## config.mk

```make
export PLATFORM = sky130hd
export DESIGN_NAME = calendar_clock_with_weekday
export DESIGN_NICKNAME = d
export VERILOG_FILES = /design/src/rtl/core/cal_pkg.sv /design/src/rtl/core/cal_update.sv /design/src/rtl/core/calendar_clock_with_weekday.sv
export SDC_FILE = /design/constraint.sdc
export NUM_CORES = 1
export LEC_CHECK = 0
export ABC_CLOCK_PERIOD_IN_PS = 15000
export BUFFER_PORTS_ARGS = -buffer_cell sky130_fd_sc_hd__buf_2
export CAP_MARGIN = 10
export CORE_ASPECT_RATIO = 1.75
export CORE_MARGIN = 4
export CORE_UTILIZATION = 64
export DETAILED_ROUTE_END_ITERATION = 6
export PLACE_DENSITY = 0.83
export SLEW_MARGIN = 30
export SYNTH_ARGS = -nofsm -noshare
export SYNTH_HDL_FRONTEND = slang
export SYNTH_SLANG_ARGS = --single-unit
```

## constraint.sdc

```tcl
create_clock -name clk_i -period 15 [get_ports clk_i]
set_input_delay 0.75 -clock clk_i [delete_from_list [all_inputs] [get_ports clk_i]]
set_output_delay 0.75 -clock clk_i [all_outputs]
set_load 0.01 [all_outputs]
```

## src/rtl/core/cal_pkg.sv

```systemverilog
// shared types, constants and calendar helper functions for the calendar clock
// depends on nothing; imported by cal_update and calendar_clock_with_weekday
package cal_pkg;

  localparam int unsigned YearW   = 14;
  localparam int unsigned MonthW  = 4;
  localparam int unsigned DayW    = 5;
  localparam int unsigned HourW   = 5;
  localparam int unsigned MinuteW = 6;
  localparam int unsigned SecondW = 6;
  localparam int unsigned WdayW   = 3;

  localparam logic [YearW-1:0]   YearMin     = YearW'(1);
  localparam logic [YearW-1:0]   YearMax     = YearW'(9999);
  localparam logic [YearW-1:0]   YearReset   = YearW'(1970);
  localparam logic [MonthW-1:0]  MonthFirst  = MonthW'(1);
  localparam logic [MonthW-1:0]  MonthLast   = MonthW'(12);
  localparam logic [MonthW-1:0]  MonthMarch  = MonthW'(3);
  localparam logic [DayW-1:0]    DayFirst    = DayW'(1);
  localparam logic [HourW-1:0]   HourLast    = HourW'(23);
  localparam logic [MinuteW-1:0] MinuteLast  = MinuteW'(59);
  localparam logic [SecondW-1:0] SecondLast  = SecondW'(59);

  // tuser codes on the input side
  localparam logic KindTick = 1'b0;
  localparam logic KindSet  = 1'b1;

  // reciprocal constants: y / 100 = (y * 5243) >> 19, s / 7 = (s * 18725) >> 17,
  // exact for every 14-bit value
  localparam int unsigned Rcp100W   = 13;
  localparam int unsigned Rcp100Sh  = 19;
  localparam logic [Rcp100W-1:0] Rcp100 = Rcp100W'(5243);
  localparam int unsigned Rcp7W     = 15;
  localparam int unsigned Rcp7Sh    = 17;
  localparam logic [Rcp7W-1:0] Rcp7 = Rcp7W'(18725);
  localparam int unsigned Quot100W  = 8;
  localparam int unsigned Quot7W    = 12;

  typedef struct packed {
    logic [YearW-1:0]   year;
    logic [MonthW-1:0]  month;
    logic [DayW-1:0]    day;
    logic [HourW-1:0]   hour;
    logic [MinuteW-1:0] minute;
    logic [SecondW-1:0] second;
  } cal_time_t;

  // quotient of a 14-bit value by 100
  function automatic logic [Quot100W-1:0] div100(input logic [YearW-1:0] y);
    logic [YearW+Rcp100W-1:0] prod;
    prod = {{Rcp100W{1'b0}}, y} * {{YearW{1'b0}}, Rcp100};
    return prod[Rcp100Sh +: Quot100W];
  endfunction

  // days in month m of a year; zero for a month code out of range
  function automatic logic [DayW-1:0] month_days(input logic [MonthW-1:0] m,
                                                  input logic is_leap);
    logic [DayW-1:0] len;
    unique case (m)
      4'd1, 4'd3, 4'd5, 4'd7, 4'd8, 4'd10, 4'd12: len = DayW'(31);
      4'd4, 4'd6, 4'd9, 4'd11:                     len = DayW'(30);
      4'd2:    len = is_leap ? DayW'(29) : DayW'(28);
      default: len = '0;
    endcase
    return len;
  endfunction

  // per-month offset of the weekday formula
  function automatic logic [WdayW-1:0] week_offset(input logic [MonthW-1:0] m);
    logic [WdayW-1:0] off;
    unique case (m)
      4'd1, 4'd5:  off = WdayW'(0);
      4'd2, 4'd6:  off = WdayW'(3);
      4'd3, 4'd11: off = WdayW'(2);
      4'd4, 4'd7:  off = WdayW'(5);
      4'd8:        off = WdayW'(1);
      4'd9, 4'd12: off = WdayW'(4);
      4'd10:       off = WdayW'(6);
      default:     off = WdayW'(0);
    endcase
    return off;
  endfunction

endpackage

```

## src/rtl/core/cal_update.sv

```systemverilog
// next-state logic of the calendar clock: one-second advance or checked load
// depends on cal_pkg
module cal_update import cal_pkg::*; (
  input  cal_time_t cur_i,
  input  logic      kind_i,
  input  cal_time_t set_i,
  output cal_time_t next_o,
  output logic      rejected_o
);

  logic [YearW-1:0]    year_sel;
  logic [Quot100W-1:0] q100;
  logic                div4, div100_hit, is_leap;
  logic [DayW-1:0]     mdays_cur, mdays_set;
  logic                set_ok;
  cal_time_t           tick_next;

  // one leap unit, shared between the load check and the advance
  assign year_sel   = (kind_i == KindSet) ? set_i.year : cur_i.year;
  assign q100       = div100(year_sel);
  assign div4       = (year_sel[1:0] == 2'b00);
  assign div100_hit = (year_sel == ({{(YearW-Quot100W){1'b0}}, q100} * YearW'(100)));
  assign is_leap    = (div4 && !div100_hit) || (div100_hit && (q100[1:0] == 2'b00));
  assign mdays_cur  = month_days(cur_i.month, is_leap);
  assign mdays_set  = month_days(set_i.month, is_leap);

  assign set_ok = (set_i.year >= YearMin) && (set_i.year <= YearMax) &&
                  (set_i.month >= MonthFirst) && (set_i.month <= MonthLast) &&
                  (set_i.day >= DayFirst) && (set_i.day <= mdays_set) &&
                  (set_i.hour <= HourLast) && (set_i.minute <= MinuteLast) &&
                  (set_i.second <= SecondLast);

  // carry chain of a one-second advance
  always_comb begin
    tick_next = cur_i;
    if (cur_i.second != SecondLast) begin
      tick_next.second = cur_i.second + SecondW'(1);
    end else begin
      tick_next.second = '0;
      if (cur_i.minute != MinuteLast) begin
        tick_next.minute = cur_i.minute + MinuteW'(1);
      end else begin
        tick_next.minute = '0;
        if (cur_i.hour != HourLast) begin
          tick_next.hour = cur_i.hour + HourW'(1);
        end else begin
          tick_next.hour = '0;
          if (cur_i.day < mdays_cur) begin
            tick_next.day = cur_i.day + DayW'(1);
          end else begin
            tick_next.day = DayFirst;
            if (cur_i.month < MonthLast) begin
              tick_next.month = cur_i.month + MonthW'(1);
            end else begin
              tick_next.month = MonthFirst;
              tick_next.year  = (cur_i.year >= YearMax) ? YearMin
                                                        : cur_i.year + YearW'(1);
            end
          end
        end
      end
    end
  end

  always_comb begin
    rejected_o = 1'b0;
    next_o     = cur_i;
    if (kind_i == KindTick) begin
      next_o = tick_next;
    end else if (set_ok) begin
      next_o = set_i;
    end else begin
      rejected_o = 1'b1;
    end
  end

endmodule

```

## src/rtl/core/calendar_clock_with_weekday.sv

```systemverilog
// gregorian calendar clock: takes a beat per cycle while s_axis_tready is high;
// the result passes three register stages; one beat per clock while not stalled
// the clock state is updated at the accepting edge, so back-to-back beats chain
// the weekday is computed in two stages behind it (divide by 100, then modulo 7)
// reset: 1 january 1970 00:00:00, pipeline empty; rst_ni is asynchronous, active low
// depends on cal_pkg and cal_update
module calendar_clock_with_weekday import cal_pkg::*; (
  input  logic        clk_i,
  input  logic        rst_ni,
  input  logic        s_axis_tvalid,
  output logic        s_axis_tready,
  // new_year[13:0], new_month[17:14], new_day[22:18], new_hour[27:23],
  // new_minute[33:28], new_second[39:34]
  input  logic [39:0] s_axis_tdata,
  // kind: 0 tick, 1 set
  input  logic        s_axis_tuser,
  output logic        m_axis_tvalid,
  input  logic        m_axis_tready,
  // cur_year[13:0], cur_month[17:14], cur_day[22:18], cur_hour[27:23],
  // cur_minute[33:28], cur_second[39:34], week_day[42:40], zero[47:43]
  output logic [47:0] m_axis_tdata,
  // set_rejected
  output logic        m_axis_tuser
);

  localparam int unsigned SumW = YearW;

  // clock state
  cal_time_t state_q, state_d;
  cal_time_t set_fields;
  logic      rejected;

  // stage 1: snapshot of the state after the beat
  logic      s1_v_q;
  cal_time_t s1_time_q;
  logic      s1_rej_q;

  // stage 2: weekday sum before reduction
  logic            s2_v_q;
  cal_time_t       s2_time_q;
  logic            s2_rej_q;
  logic [SumW-1:0] s2_sum_q;

  // output register
  logic             m_v_q;
  cal_time_t        out_time_q;
  logic [WdayW-1:0] out_wd_q;
  logic             out_rej_q;

  logic out_rdy, s2_rdy, s1_rdy, in_acc;

  // weekday datapath
  logic [YearW-1:0]     yy;
  logic [Quot100W-1:0]  yy_q100;
  logic [SumW:0]        sum_wide;
  logic [SumW+Rcp7W-1:0] prod7;
  logic [Quot7W-1:0]    q7;
  logic [SumW-1:0]      rem7;

  // handshake: each stage takes new data when empty or when it drains
  assign out_rdy       = !m_v_q || m_axis_tready;
  assign s2_rdy        = !s2_v_q || out_rdy;
  assign s1_rdy        = !s1_v_q || s2_rdy;
  assign s_axis_tready = s1_rdy;
  assign in_acc        = s_axis_tvalid && s1_rdy;

  assign set_fields.year   = s_axis_tdata[13:0];
  assign set_fields.month  = s_axis_tdata[17:14];
  assign set_fields.day    = s_axis_tdata[22:18];
  assign set_fields.hour   = s_axis_tdata[27:23];
  assign set_fields.minute = s_axis_tdata[33:28];
  assign set_fields.second = s_axis_tdata[39:34];

  cal_update u_update (
    .cur_i      (state_q),
    .kind_i     (s_axis_tuser),
    .set_i      (set_fields),
    .next_o     (state_d),
    .rejected_o (rejected)
  );

  always_ff @(posedge clk_i or negedge rst_ni) begin
    if (!rst_ni) begin
      state_q.year   <= YearReset;
      state_q.month  <= MonthFirst;
      state_q.day    <= DayFirst;
      state_q.hour   <= '0;
      state_q.minute <= '0;
      state_q.second <= '0;
    end else if (in_acc) begin
      state_q <= state_d;
    end
  end

  // january and february count toward the previous year; state year is never 0
  assign yy       = (s1_time_q.month < MonthMarch) ? s1_time_q.year - YearW'(1)
                                                   : s1_time_q.year;
  assign yy_q100  = div100(yy);
  assign sum_wide = (SumW+1)'(yy) + (SumW+1)'(yy >> 2) - (SumW+1)'(yy_q100)
                  + (SumW+1)'(yy_q100 >> 2) + (SumW+1)'(week_offset(s1_time_q.month))
                  + (SumW+1)'(s1_time_q.day);

  // modulo 7 by reciprocal multiply
  assign prod7 = {{Rcp7W{1'b0}}, s2_sum_q} * {{SumW{1'b0}}, Rcp7};
  assign q7    = prod7[Rcp7Sh +: Quot7W];
  assign rem7  = s2_sum_q - ({{(SumW-Quot7W){1'b0}}, q7} * SumW'(7));

  always_ff @(posedge clk_i or negedge rst_ni) begin
    if (!rst_ni) begin
      s1_v_q <= 1'b0;
      s2_v_q <= 1'b0;
      m_v_q  <= 1'b0;
    end else begin
      if (s1_rdy) s1_v_q <= s_axis_tvalid;
      if (s2_rdy) s2_v_q <= s1_v_q;
      if (out_rdy) m_v_q <= s2_v_q;
    end
  end

  always_ff @(posedge clk_i) begin
    if (in_acc) begin
      s1_time_q <= state_d;
      s1_rej_q  <= rejected;
    end
    if (s2_rdy && s1_v_q) begin
      s2_time_q <= s1_time_q;
      s2_rej_q  <= s1_rej_q;
      s2_sum_q  <= sum_wide[SumW-1:0];
    end
    if (out_rdy && s2_v_q) begin
      out_time_q <= s2_time_q;
      out_rej_q  <= s2_rej_q;
      out_wd_q   <= rem7[WdayW-1:0];
    end
  end

  assign m_axis_tvalid = m_v_q;
  assign m_axis_tuser  = out_rej_q;
  assign m_axis_tdata  = {5'b0, out_wd_q, out_time_q.second, out_time_q.minute,
                          out_time_q.hour, out_time_q.day, out_time_q.month,
                          out_time_q.year};

`ifndef SYNTHESIS
  // time of day stays in range
  a_time_range: assert property (@(posedge clk_i) disable iff (!rst_ni)
    (state_q.second <= SecondLast) && (state_q.minute <= MinuteLast) &&
    (state_q.hour <= HourLast))
    else $error("clock time out of range");

  // date stays in range
  a_date_range: assert property (@(posedge clk_i) disable iff (!rst_ni)
    (state_q.month >= MonthFirst) && (state_q.month <= MonthLast) &&
    (state_q.day >= DayFirst) && (state_q.year >= YearMin) && (state_q.year <= YearMax))
    else $error("calendar date out of range");

  // a tick never produces a rejection flag
  a_tick_no_reject: assert property (@(posedge clk_i) disable iff (!rst_ni)
    (in_acc && (s_axis_tuser == KindTick)) |=> !s1_rej_q)
    else $error("rejection flagged on a tick");

  // a rejected set leaves the clock state untouched
  a_reject_holds: assert property (@(posedge clk_i) disable iff (!rst_ni)
    (in_acc && rejected) |=> $stable(state_q))
    else $error("rejected set changed the clock state");

  // weekday leaving the block is a real day
  a_weekday_range: assert property (@(posedge clk_i) disable iff (!rst_ni)
    m_v_q |-> (out_wd_q <= WdayW'(6)))
    else $error("weekday out of range");
`endif

endmodule
```

==> summary by stage, run 1 <==
Logic synthesis
Of the total synthesized cell area, the portion taken by AND, OR, NAND and NOR gates is 0.0797. inv_1 is the most common cell in the netlist. The post-synthesis sequential element count is 186.

The top flip-flop cell by instance count after synthesis is edfxtp_1. By area the synthesized netlist is led by edfxtp_1 (22%), ha_1 (22%), fa_1 (19%). The multiplexer share of the synthesized area is 0.0283. Synthesis instantiated 78 different standard cells from the library. Synthesis handed over a netlist of about 1,800 instances. The average instance in the mapped netlist occupies ~11 sq um. The compound-cell area share of the yosys netlist was 0.0858. Of the total synthesized cell area, the portion taken by XOR and XNOR cells is 0.0405. The register area share after synthesis is 0.280. The synthesized-area fraction occupied by adder cells is 0.406. The mapped cell area is around 0.019 sq mm. By area, the combinational part of the netlist is dominated by adder cells. By count the netlist is led by inv_1 (352), ha_1 (333), fa_1 (180), edfxtp_1 (140), nand2_1 (136). The area share of the leading cell type in the synthesized netlist is 0.220.

The number of enable-type register cells in the synthesized netlist is 140. The fraction of synthesis flops using an asynchronous set or reset pin is 0.231. The cell taking the most area after synthesis is edfxtp_1. For this run, the number of Yosys warnings is 0.

Worst setup path
The required arrival time at the worst endpoint is 15.33 ns. At the worst endpoint, the arrival time is between 10 and 15 ns. Among cell families on the critical path, the largest total delay comes from compound AO/OA/AOI/OAI gates.

The largest fanout on the critical path is 57. The worst path buffer plus inverter count is 7. The worst setup path is captured at a register. On the critical path, the stage with the largest delay is an instance of mux2i_1.

The cell that appears most often on the critical path is ha_1. The element type at the critical path start is a primary input. The critical path's largest stage delay is 0.66 ns. The critical path class is in2reg.

Routing
The number of search-and-repair iterations in the first detailed-routing pass is 6. Detailed routing inserted a total of 13,500 vias. Using the TritonRoute via totals, the vias-per-cell ratio works out to between 5 and 6. The aggregate routed wire length is 44.7 mm.

The number of nets still failing antenna checks after routing is 0. The remaining routing DRC violations is 0. The DRC marker count from the first detailed-route iteration is between 800 and 900. The routed wirelength normalized by instance count is between 15 and 20 microns.

Timing
Headroom to the max-slew limit came out at 0.342. Setup repair after global routing left no endpoint under its margin. The share of the clock period used by the worst path is 0.862. The pin slew with the least headroom to its limit is 0.978 ns.

The post-route minimum period is 12.92 ns. The maximum clock skew at final layout is 0.0151 ns. The number of hold violations in the final report is 0. The final max-slew violation count is 0. The setup TNS is 0 ns. Setup violations remaining at the end of the flow were counted as 0. Once routing completed, OpenROAD measured the worst setup slack at 2.08 ns.

The final hold slack is about 0.41 ns. The fmax is 77.4 MHz.

Placed design
The post-place setup slack is 1.78 ns. The congestion estimate from routability-driven global placement came to between 0.9 and 1. The number of buffers inserted by port buffering is 90. The instance count after placement with tap cells included is 2,245. Detailed placement ended at an HPWL of approximately 37 mm.

CTS
The tree is rooted in a clkbuf_16. The clock buffer count from CTS is 17. The clock passes through at most 2 buffers. The number of gates resized after cts is 0. Clock-pin slew was measured on the worst setup and hold paths at 0.08 ns.

TritonCTS built the clock tree. Clock tree synthesis found a total of 186 sinks. The H-tree depth reported by CTS is 4. The clock latency of the later-clocked register in the worst-skew pair is 0.45 ns.

The buffers inserted during post-CTS setup optimization is 0. The count of hold-fix buffers inserted at cts is 0.

Global routing
Entering global routing, the biggest net connects 77 pins. The wire length of the first global-routing pass is 73.0 mm. For this run, the total global-route usage over all layers was measured as 0.280. The number of antenna violations at the first check in global routing came to 1. The total global routing overflow is 0. The via count of the first global-routing pass is 14,700.

Run
The reported max-cap violation count is 0.

Finish
In the final layout, flip-flops and latches occupy 0.00535 sq mm. From synthesis to final layout, the design area changed by 7.77%. 0 antenna diodes ended up in the layout. In the final layout, the share of cells above drive strength 1 is 0.0918. The finished layout holds 2,277 standard cells, fillers aside. The filler cells instantiated in the layout total 2,096. The net count of the finished layout is 2,440. The multi-input combinational cell area is 0.0123 sq mm.

Floorplanning
The full die area is 0.0328 sq mm. The number of placement rows is 83. In this run the horizontal extent of the chip is 139 microns. The number of primary I/O pins is 96. The floorplan step set the die height to 237 microns. The standard cell core area is 0.0294 sq mm.

The initial standard-cell utilization of the core is 0.651.

Run status
The run finished with clean final reports.

Hold path
The worst min-delay path category is in2async.
-- metal layers --
layer | track usage | vias to the layer above | share of wire | wire [microns]
li1 | - | 6229 | - | -
met1 | 0.281 | 6623 | 0.33 | 14900
met2 | 0.531 | 489 | 0.55 | 24600
met3 | 0.0329 | 188 | 0.040 | 1800
met4 | 0.191 | 0 | 0.078 | 3490
met5 | 0 | - | 0 | 0
-- kinds of logic after synthesis --
kind of cell,after synthesis
and+or+nand+nor,315
muxes,53
other,1
AOI/OAI and AO/OA,250
xor gates and xnor gates,87
DFF,186
buffers and inverters,398
adders and majority gates,513
-- state kept, by name (all words and copies together) (netlist names), named ones only --
| name | cells |
|---|---|
| s1_v_q | 1 |
| s2_rej_q | 1 |
| s1_time_q | 40 |
| m_axis_tuser | 1 |
| s2_sum_q | 14 |
| s2_v_q | 1 |
| s1_rej_q | 1 |
| state_q | 40 |
| out_wd_q | 3 |
| s2_time_q | 40 |
| m_axis_tdata | 40 |
| m_axis_tvalid | 1 |
-- area by class of cell --
| class | count | share of cell area |
|---|---|---|
| Tap cell | 382 | 0.0232 |
| Sequential cell | 186 | 0.260 |
| Timing Repair Buffer | 100 | 0.0255 |
| Inverter | 354 | 0.0644 |
| Clock inverter | 15 | 0.00983 |
| Clock buffer | 17 | 0.0206 |
| Multi-Input combinational cell | 1223 | 0.597 |
-- placed cells by master, fill, tap and decap left out, types with 5 or more instances in the layout --
cell,instances
xor2_1,23
and3_1,5
o31ai_1,5
edfxtp_1,140
ha_1,333
fa_1,180
nor4_1,11
a21oi_1,66
nor3b_1,6
o21a_1,12
o21bai_1,8
nor2_1,46
a211oi_1,12
buf_2,90
dfstp_2,9
nand2b_1,12
mux2_2,9
nand4_1,17
or3_1,10
o21ai_0,54
dfrtp_1,34
or2_2,5
o22ai_1,11
a21o_1,20
xnor2_1,59
a31oi_1,6
clkbuf_16,17
conb_1,5
inv_1,352
nand2_1,136
mux2i_1,44
or4_1,5
nor2b_1,10
o211ai_1,5
buf_4,10
nand3_1,22
nor3_1,13
-- per-stage QoR --
step	utilization	cell area [sq um]
2_1_floorplan	-	19100
3_5_place_dp	0.680	20000
6_report	0.702	20600
5_1_grt	0.702	20600
4_1_cts	0.701	20600
3_3_place_gp	0.679	20000
-- worst paths after layout --
path / cells past startpoint / to / slack [ns] / startpoint
max reg2reg: 44 / s2_sum_q[12]$_DFFE_PP_ / 2.35 / s1_time_q[23]$_DFFE_PP_
min: 2 / state_q[10]$_DFFE_PN0P_ / 0.41 / rst_ni
min reg2reg: 0 / m_axis_tdata[28]$_DFFE_PP_ / 0.42 / s2_time_q[6]$_DFFE_PP_
max: 50 / register / 2.08 / s_axis_tuser
max in group asynchronous: 2 / m_axis_tvalid$_DFFE_PN0P_ / 14.14 / rst_ni
min in group clk_i: 0 / m_axis_tdata[28]$_DFFE_PP_ / 0.42 / s2_time_q[6]$_DFFE_PP_
Power of run 1 is not shown: default switching activity piles up to over one toggle a cycle in this logic, so the estimate is an artifact.
==> run 2, diff against run 1 <==
--- a/config.mk
+++ b/config.mk
@@ -10,9 +10,9 @@
 export CAP_MARGIN = 10
 export CORE_ASPECT_RATIO = 1.75
 export CORE_MARGIN = 4
-export CORE_UTILIZATION = 64
+export CORE_UTILIZATION = 33
+export CTS_CLUSTER_SIZE = 16
 export DETAILED_ROUTE_END_ITERATION = 6
-export PLACE_DENSITY = 0.83
 export SLEW_MARGIN = 30
 export SYNTH_ARGS = -nofsm -noshare
 export SYNTH_HDL_FRONTEND = slang
==> run 2 against run 1 <==
  * Via count fell by 3.8%
  * Non-clock buffer count increased by 5
  * Routed wire length is 3.3% higher
  * Largest cell class unchanged
  * Highest routed layer unchanged
  * First-iteration DRC count shrank 26%
  * Utilization shrank 33 points
  * Global-route usage decreased by 13 points
  * Count of clock-buffer cells in the layout stayed put
  * Flip-flop and latch count unchanged
==> summary by stage, run 2 (synthesized netlist as in run 1, its figures left out) <==
Worst setup path
The largest fanout on the critical path is 44 (-23%). The startpoint of the worst-slack reg-to-reg timing path is state_q[35]$_DFFE_PN1P_. The data arrival time of the critical path was 13.45 ns (+0.19 ns).

The critical path's largest stage delay is 0.57 ns (-0.09 ns). The endpoint kind of the worst setup timing path is a register. The required arrival time at the worst endpoint is 15.36 ns (+0.03 ns). The critical path class is in2reg.

The count of cells along the worst register-to-register path is 49 (+11%). The largest individual stage delay along the critical path comes from the cell fa_1. The element type at the critical path start is a primary input. The cell that appears most often on the critical path is ha_1. The slack of the worst reg-to-reg path was 2.38 ns (+0.03 ns).

Timing
The final max-slew violation count came to 0 (unchanged). The maximum clock skew at final layout is 0.0124 ns (-0.00274 ns). The share of the clock period used by the worst path is 0.872 (+0.0108).

The final-report setup violation count is 0 (unchanged). Setup repair after global routing left no endpoint under its margin. The fmax was 76.4 MHz (-1.2%).

The number of hold violations in the final report is 0 (unchanged). The headroom to the max-slew limit is 0.391 (+0.0491). The pin slew with the least headroom to its limit is 0.907 ns (-0.0711 ns). The final hold slack came to 0.378 ns (-0.0280 ns). The post-route minimum period is 13.09 ns (+0.162 ns). The setup TNS is 0 ns (unchanged).

Global routing
The aggregate global-route resource usage is 0.154 (-0.126). The number of antenna violations at the first check in global routing is 1 (unchanged). The via count of the first global-routing pass is 14,100 (-4.3%).

The total global routing overflow is 0 (unchanged). The largest net degree at the start of global routing is 56 (-27%). The wire length of the first global-routing pass was 74.9 mm (+2.5%).

Hold path
The worst min-delay path category is in2async.

CTS
The clock net sink count is 186 (unchanged). The count of hold-fix buffers inserted at cts is 0 (unchanged). The CTS tree is yes. The clock root buffer is clkbuf_16. The number of gates resized after cts came to 0 (unchanged). The buffers inserted during post-CTS setup optimization was 0 (unchanged). The number of buffers between clock root and the deepest sink is 2 (unchanged).

The clock buffer count from CTS is 17 (unchanged). The clock latency of the later-clocked register in the worst-skew pair is 0.46 ns (about the same). The clock slew seen by the registers of the worst setup and hold paths came to 0.08 ns (about the same). The H-tree depth reported by CTS is 4 (unchanged).

Floorplanning
The full die area was 0.0620 sq mm (+89%). The chip height is 327 microns (+38%). The standard cell core area came to 0.0573 sq mm (+95%). The number of placement rows is 116 (+40%). The number of primary I/O pins is 96 (unchanged). The initial standard-cell utilization of the core is 0.334 (-0.317). The width of the chip came to 190 microns (+37%).

Finish
Relative to the synthesized area, the layout overhead comes to 10.5%. The top cell types in the final layout, fill and taps aside, are inv_1 (352), ha_1 (333), fa_1 (180). The fraction of final layout cells sized beyond drive strength 1 came to 0.0947 (+0.00292).

The number of nets in the final layout is 2,445 (+0.20%). The final design area excluding fillers came to 0.0211 sq mm (+2.5%). Leaving out fill and tap cells, the most frequent cell in the layout is inv_1.

Placed design
The number of buffers inserted by port buffering was 90 (unchanged). The cell area after placement is 0.0205 sq mm (+2.6%). The post-DP HPWL is 39.1 mm (+6.7%). The last weighted congestion value of the routability-driven placer was 0.911 (-4.6%).

Routing
The post-detailed-route via-to-cell ratio is 4.88 (-18%). The number of nets still failing antenna checks after routing was 0 (unchanged). The number of search-and-repair iterations in the first detailed-routing pass is 5 (-1).

The DRC marker count from the first detailed-route iteration came to 609 (-26%). The aggregate routed wire length is 46.2 mm (+3.3%). The via count is 13,000 (-3.8%).

The remaining routing DRC violations is 0 (unchanged). The routed wirelength normalized by instance count came to 17.3 microns (-12%).

Run
The reported max-cap violation count came to 0 (unchanged).

Run status
The flow ran to the end, and the final reports show no timing, DRC or antenna violations.
==> run 2: changes by cell type in the layout (fill, tap and decap cells not counted), sizes merged <==
| cell | delta |
|---|---|
| diode | +1 |
| inv | -5 |
| buf | +5 |
| clkinv | +3 |
| clkinvlp | +2 |
==> run 2: critical path, delay by kind of cell <==
kind | cells | cell delay, ns
adder cells (fa/ha/maj) | 11 | 4.39
AO/OA/AOI/OAI | 19 | 4.34
buffers and inverters | 8 | 1.47
multiplexers | 4 | 1.20
AND/OR/NAND/NOR | 8 | 1.14
XOR/XNOR | 1 | 0.09
==> run 2: worst max path at each step <==
stage / startpoint / endpoint / slack [ns]
after floorplan: s_axis_tuser / register / 3.30
after global placement: s_axis_tuser / register / 1.76
after detailed placement: s_axis_tuser / register / 1.46
after CTS: s_axis_tuser / register / 1.93
after global routing: s_axis_tuser / register / 0.94
final: s_axis_tuser / register / 1.91
==> run 2: per-layer routing <==
metal / up-vias / GRT usage / routed length (microns)
met4: 0 / 0.0831 / 2590
met1: 6384 / 0.155 / 16000
li1: 6237 / - / -
met3: 113 / 0.0185 / 1260
met5: - / 0 / 0
met2: 281 / 0.301 / 26400
==> run 2: final cells by class <==
| type | instances | area [sq um] |
|---|---|---|
| Fill cell | 5611 | 36200 |
| Multi-Input combinational cell | 1223 | 12300 |
| Sequential cell | 186 | 5350 |
| Inverter | 354 | 1330 |
| Tap cell | 767 | 960 |
| Timing Repair Buffer | 105 | 563 |
| Clock buffer | 17 | 425 |
| Clock inverter | 15 | 194 |
| Antenna cell | 1 | 2.50 |
==> run 2: metrics by stage <==
| step | utilization | instances | setup WS (ns) |
|---|---|---|---|
| after floorplan | - | 1807 | 3.30 |
| after global placement | 0.357 | 2635 | 1.76 |
| after detailed placement | 0.358 | 2635 | 1.46 |
| after CTS | 0.368 | 2667 | 1.93 |
| after global routing | 0.369 | 2667 | 0.940 |
| final | 0.369 | 2668 | 1.91 |
Power of run 2 is left out for the same reason.
